[src/sv/nch_pkg.sv]
// Shared command codes, fixed field widths and cell control type for the event histogram.
package nch_pkg;

  // Fixed widths of the command and result fields
  localparam int unsigned CMD_W        = 2;
  localparam int unsigned CENTER_IDX_W = 6;
  localparam int unsigned BIN_IDX_W    = 6;
  localparam int unsigned BIN_CNT_W    = 16;

  // Command codes
  localparam logic [CMD_W-1:0] CMD_LOAD  = 2'd0;
  localparam logic [CMD_W-1:0] CMD_EVENT = 2'd1;
  localparam logic [CMD_W-1:0] CMD_DUMP  = 2'd2;

  // Broadcast controls shared by every cell of the row
  typedef struct packed {
    logic load;    // write the center on the load ports if the slot matches
    logic square;  // register the squared axis differences
    logic sum;     // register the squared distance
    logic inc;     // bump the bin named by the winning index
    logic shift;   // move bin counts one cell towards the head, zero at the tail
  } cell_ctrl_t;

endpackage

[src/sv/nch_cell.sv]
// One center cell: center store, squared distance, running minimum hand-off and bin count.
module nch_cell
  import nch_pkg::*;
#(
  parameter int unsigned FIX_BITS   = 18,
  parameter int unsigned IDX_BITS   = 6,
  parameter int unsigned COUNT_BITS = 16,
  parameter int unsigned CELL_ID    = 0
) (
  input  logic                         clk_i,
  input  logic                         rst_ni,
  input  cell_ctrl_t                   ctrl_i,
  input  logic [CENTER_IDX_W-1:0]      load_idx_i,
  input  logic [FIX_BITS-1:0]          load_x_i,
  input  logic [FIX_BITS-1:0]          load_y_i,
  input  logic [FIX_BITS-1:0]          px_i,
  input  logic [FIX_BITS-1:0]          py_i,
  input  logic [IDX_BITS-1:0]          inc_idx_i,
  input  logic                         tok_go_i,
  input  logic                         tok_have_i,
  input  logic [2*FIX_BITS:0]          tok_dist_i,
  input  logic [IDX_BITS-1:0]          tok_idx_i,
  output logic                         tok_go_o,
  output logic                         tok_have_o,
  output logic [2*FIX_BITS:0]          tok_dist_o,
  output logic [IDX_BITS-1:0]          tok_idx_o,
  input  logic [COUNT_BITS-1:0]        cnt_next_i,
  output logic [COUNT_BITS-1:0]        cnt_o
);

  localparam int unsigned SQ_W   = 2 * FIX_BITS;
  localparam int unsigned DIST_W = 2 * FIX_BITS + 1;
  localparam logic [IDX_BITS-1:0] MY_IDX = IDX_BITS'(CELL_ID);

  logic [FIX_BITS-1:0]   cx_q, cy_q;
  logic [FIX_BITS-1:0]   dx, dy;
  logic [SQ_W-1:0]       sqx_q, sqy_q;
  logic [DIST_W-1:0]     dist_q;
  logic                  tok_go_q, tok_have_q;
  logic [DIST_W-1:0]     tok_dist_q, tok_dist_d;
  logic [IDX_BITS-1:0]   tok_idx_q, tok_idx_d;
  logic [COUNT_BITS-1:0] cnt_q, cnt_d;
  logic                  take_own;

  // Store the center when the load request names this slot
  always_ff @(posedge clk_i) begin
    if (ctrl_i.load && (32'(load_idx_i) == 32'(CELL_ID))) begin
      cx_q <= load_x_i;
      cy_q <= load_y_i;
    end
  end

  // Absolute axis differences against the broadcast pixel
  assign dx = (px_i >= cx_q) ? (px_i - cx_q) : (cx_q - px_i);
  assign dy = (py_i >= cy_q) ? (py_i - cy_q) : (cy_q - py_i);

  // Square each axis, then add
  always_ff @(posedge clk_i) begin
    if (ctrl_i.square) begin
      sqx_q <= SQ_W'(dx) * SQ_W'(dx);
      sqy_q <= SQ_W'(dy) * SQ_W'(dy);
    end
    if (ctrl_i.sum) begin
      dist_q <= DIST_W'(sqx_q) + DIST_W'(sqy_q);
    end
  end

  // Keep the incoming best unless there is none yet or this center is strictly nearer
  assign take_own   = !tok_have_i || (dist_q < tok_dist_i);
  assign tok_dist_d = take_own ? dist_q : tok_dist_i;
  assign tok_idx_d  = take_own ? MY_IDX : tok_idx_i;

  always_ff @(posedge clk_i or negedge rst_ni) begin
    if (!rst_ni) begin
      tok_go_q <= 1'b0;
    end else begin
      tok_go_q <= tok_go_i;
    end
  end

  always_ff @(posedge clk_i) begin
    if (tok_go_i) begin
      tok_have_q <= 1'b1;
      tok_dist_q <= tok_dist_d;
      tok_idx_q  <= tok_idx_d;
    end
  end

  assign tok_go_o   = tok_go_q;
  assign tok_have_o = tok_have_q;
  assign tok_dist_o = tok_dist_q;
  assign tok_idx_o  = tok_idx_q;

  // Shift counts towards the head on dump, else bump with saturation on a win
  always_comb begin
    cnt_d = cnt_q;
    if (ctrl_i.shift) begin
      cnt_d = cnt_next_i;
    end else if (ctrl_i.inc && (inc_idx_i == MY_IDX) && (cnt_q != '1)) begin
      cnt_d = cnt_q + COUNT_BITS'(1);
    end
  end

  always_ff @(posedge clk_i or negedge rst_ni) begin
    if (!rst_ni) begin
      cnt_q <= '0;
    end else begin
      cnt_q <= cnt_d;
    end
  end

  assign cnt_o = cnt_q;

endmodule
[config.mk]
export PLATFORM = sky130hd
export DESIGN_NAME = nch_cell
export DESIGN_NICKNAME = d
export VERILOG_FILES = /design/src/sv/nch_pkg.sv /design/src/sv/nch_cell.sv
export SDC_FILE = /design/constraint.sdc
export NUM_CORES = 2
export LEC_CHECK = 0
export ABC_CLOCK_PERIOD_IN_PS = 9600
export BUFFER_PORTS_ARGS = -buffer_cell sky130_fd_sc_hd__buf_2
export CAP_MARGIN = 15
export CORE_ASPECT_RATIO = 1.75
export CORE_UTILIZATION = 40
export CTS_CLUSTER_DIAMETER = 120
export DETAILED_ROUTE_END_ITERATION = 6
export GPL_ROUTABILITY_DRIVEN = 0
export GPL_TIMING_DRIVEN = 0
export MAX_ROUTING_LAYER = met4
export SLEW_MARGIN = 10
export SYNTH_ARGS = -nofsm -noshare
export SYNTH_HDL_FRONTEND = slang
export SYNTH_SLANG_ARGS = --single-unit
[constraint.sdc]
create_clock -name clk_i -period 9.6 [get_ports clk_i]
set_clock_uncertainty 0.2 [all_clocks]
set_input_delay 0.96 -clock clk_i [delete_from_list [all_inputs] [get_ports clk_i]]
set_output_delay 0.96 -clock clk_i [all_outputs]
set_load 0.01 [all_outputs]
==> results.py <==
metrics = {
    "worst_setup_path": {
        "rrSetupSlack_ps": 190,
        "crit_top_cell": "fa_1",
        "path_max_fanout": 6,
        "critical-path-slowest-cell": "fa_1",
        "crit_path_end": "sqx_q[35]",
        "crit_start": "px_i[0]",
        "cp.arrival_ps": 9560,
        "critPathLaunchType": "input pin",
        "critPathKind": "in -> reg",
        "reg2regPathDepth": 36,
        "required_ps": 9700,
        "crit_path_end_kind": "flip-flop",
        "critPathMaxStageDelay_ps": 560,
        "reg2reg_to": "sqx_q[35]",
        "r2r-start": "cx_q[0]",
    },
    "cells_and_area": {
        "fin_nets": 4530,
        "seq_area_sq_mm": 0.00601,
        "area_delta_synth_final_pct": 16.5,
        "n_antenna_cell": 0,
        "drive_gt1_share_pct": 17.8,
        "fill_cells": 7356,
        "post-route-util_pct": 47.1,
        "multi_input_area_sq_mm": 0.0225,
    },
    "timing": {
        "slew_violations": 0,
        "finalHoldViolCount": 0,
        "min_period_ps": 9450,
        "finalCritPeriodShare_pct": 98.5,
        "setup_viol": 0,
        "fmaxAchievable_mhz": 106,
        "whs_ps": 123,
        "slew_headroom_pct": 36.2,
        "setup_slack_ps": 146,
        "grt_setup_unrepaired": "yes",
        "worstMarginPinSlew_ps": 956,
    },
    "yosys": {
        "synth_top_family_by_area": "adder cells",
        "synth_seq_area_share_pct": 19.4,
        "syn_area_sq_mm": 0.0309,
        "syn_inst": 3236,
        "synthAdderAreaFrac_pct": 43.4,
        "syn-num-nets": 4195,
        "synth_edf_count": 186,
        "ys_warn_count": 0,
        "synthFlopType": "edfxtp_1",
        "synth.avg_cell_area_sq_um": 9.55,
        "synth_compound_gate_area_share_pct": 9.70,
        "ys_seq_elements": 203,
        "synth_xor_area_share_pct": 4.25,
        "synthSimpleGateAreaFrac_pct": 10.2,
        "synth-async-reset-ratio_pct": 8.37,
        "muxShareOfSynthArea_pct": 2.02,
        "ys_types": 88,
    },
    "global_route": {
        "antenna_found_initial": 0,
        "grt-busiest-layer": "met2",
        "grt_util_met2_pct": 39.9,
        "grt-ovfl-total": 0,
        "grtUsageMet3_pct": 1.70,
        "grt_pass1_vias": 24500,
        "grt_start_max_net_pins": 70,
        "grt_pass1_wl_um": 124000,
        "grt_usage_pct": 21.0,
        "grtUsageMet1_pct": 21.0,
    },
    "floorplan": {
        "num_io_pins": 213,
        "dieWidth_um": 212,
        "die_area_sq_mm": 0.0784,
        "initial_utilization_pct": 40.4,
        "die_h_um": 370,
        "row_count": 134,
        "core_sq_mm": 0.0765,
    },
    "clock_network": {
        "ctsHoldBuffers": 0,
        "worstSkewPairLatency_ps": 570,
        "numCtsBuffers": 24,
        "cts_root_buffer": "clkbuf_16",
        "cts_tree": "done",
        "cts.clk_slew.worst_paths_ps": 60,
        "cts_sinks": 203,
        "clockBufferDepth": 3,
        "htree_levels": 1,
    },
    "routing": {
        "wl_per_cell_um": 17.1,
        "dr_total_vias": 23000,
        "final_antenna_net_count": 0,
        "vias_per_cell": 4.99,
        "drt-initial-drc-count": 935,
        "dr.pass1.iters": 5,
        "finalWirelength_um": 78900,
        "drc_errors": 0,
    },
    "hold_path": {
        "hold_class": "in -> async",
    },
    "placed_design": {
        "place_ws_ps": -2050,
        "dp_hpwl_um": 65900,
        "portBuffers": 211,
    },
    "status": {
        "status": "finished clean",
    },
    "job": {
        "maxCapViolCount": 0,
    },
}
-- cell families (layout without fill, tap and decap cells) --
kind of cell    after synthesis  in the layout
mux                          57             57
xor+xnor                    140            140
compound gates              443            443
flops                       203            203
other cells                   1              1
buf+inv                     880           1228
fa+ha+maj                   807            807
simple gates                705            705
-- state kept, by name, indices dropped and copies added (netlist names) --
register / count
dist_q: 37
tok_dist_o: 37
tok_idx_o: 6
sqy_q: 35
cx_q: 18
sqx_q: 35
cnt_o: 16
tok_go_o: 1
cy_q: 18
-- cell usage after synthesis, drive strengths merged (15+ instances only) --
cell type / n / area, sq um
nand2b: 27 / 169
nor3: 31 / 155
mux2: 42 / 473
a31oi: 20 / 131
inv: 803 / 3010
fa: 442 / 8850
o21ai: 73 / 377
a21oi: 127 / 647
dfrtp: 17 / 425
a21o: 83 / 623
edfxtp: 186 / 5590
nand3: 38 / 190
mux2i: 15 / 150
clkbuf: 23 / 87.6
and2: 15 / 96.3
nor2: 248 / 933
buf: 48 / 275
ha: 365 / 4570
a211oi: 15 / 118
nor2b: 26 / 163
xnor2: 104 / 967
nand2: 244 / 916
xor2: 36 / 345
o21a: 23 / 173
nand4: 21 / 131
-- worst max-delay path, delay by kind of cell --
kind / cells / cell delay (ps)
AOI/OAI and AO/OA: 11 / 2650
xor gates and xnor gates: 2 / 350
adders and majority gates: 9 / 3900
buffers and inverters: 9 / 860
and+or+nand+nor: 7 / 820
-- layer usage --
metal | wire length, um | vias up
li1 | - | 10900
met3 | 3150 | 207
met5 | 0 | -
met1 | 28500 | 11300
met2 | 42600 | 591
met4 | 4640 | 0
-- through the flow --
stage          setup TNS (ps)  cell area [sq um]  cells
6_report                    0              36000   4604
5_1_grt                  -156              36000   4604
4_1_cts                     0              34900   4549
3_5_place_dp           -51920              33300   4476
3_3_place_gp           -49680              33200   4467
2_1_floorplan               0              30900   3236
-- layout by cell type (no fill, tap or decap), drive strengths merged, types with 15 or more instances in the layout --
master,count
xor2,36
o21ai,73
a211oi,15
edfxtp,186
nand3,38
and2,15
nand2b,27
a31oi,20
buf,351
clkbuf,55
mux2,42
dfrtp,17
o21a,23
xnor2,104
ha,365
nor3,31
a21oi,127
mux2i,15
nor2b,26
nand4,21
nor2,248
inv,803
fa,442
clkinv,15
a21o,83
nand2,244
-- layout make-up --
class | instances | area share, %
Inverter | 809 | 8.51
Buffer | 67 | 1.32
Clock inverter | 13 | 0.365
Sequential cell | 203 | 16.7
Tap cell | 1020 | 3.54
Multi-Input combinational cell | 2153 | 62.5
Timing Repair Buffer | 313 | 5.39
Clock buffer | 26 | 1.69
-- worst min path at each step --
stage,endpoint,cells past startpoint
floorplan,dist_q[0],1
global placement,dist_q[0],1
detailed placement,dist_q[0],1
CTS,cnt_o[5],1
global route,cnt_o[5],1
finish,cnt_o[5],1
-- timing repair --
item,in CTS,in global routing
pin swaps,23,72
buffers inserted,35,58
gates cloned,0,1
endpoints found under the setup margin,39,31
resized for setup,94,175
Power is left out: the tool's default activity adds up to more than one toggle a clock period on the data nets, which glitch-free logic cannot reach.
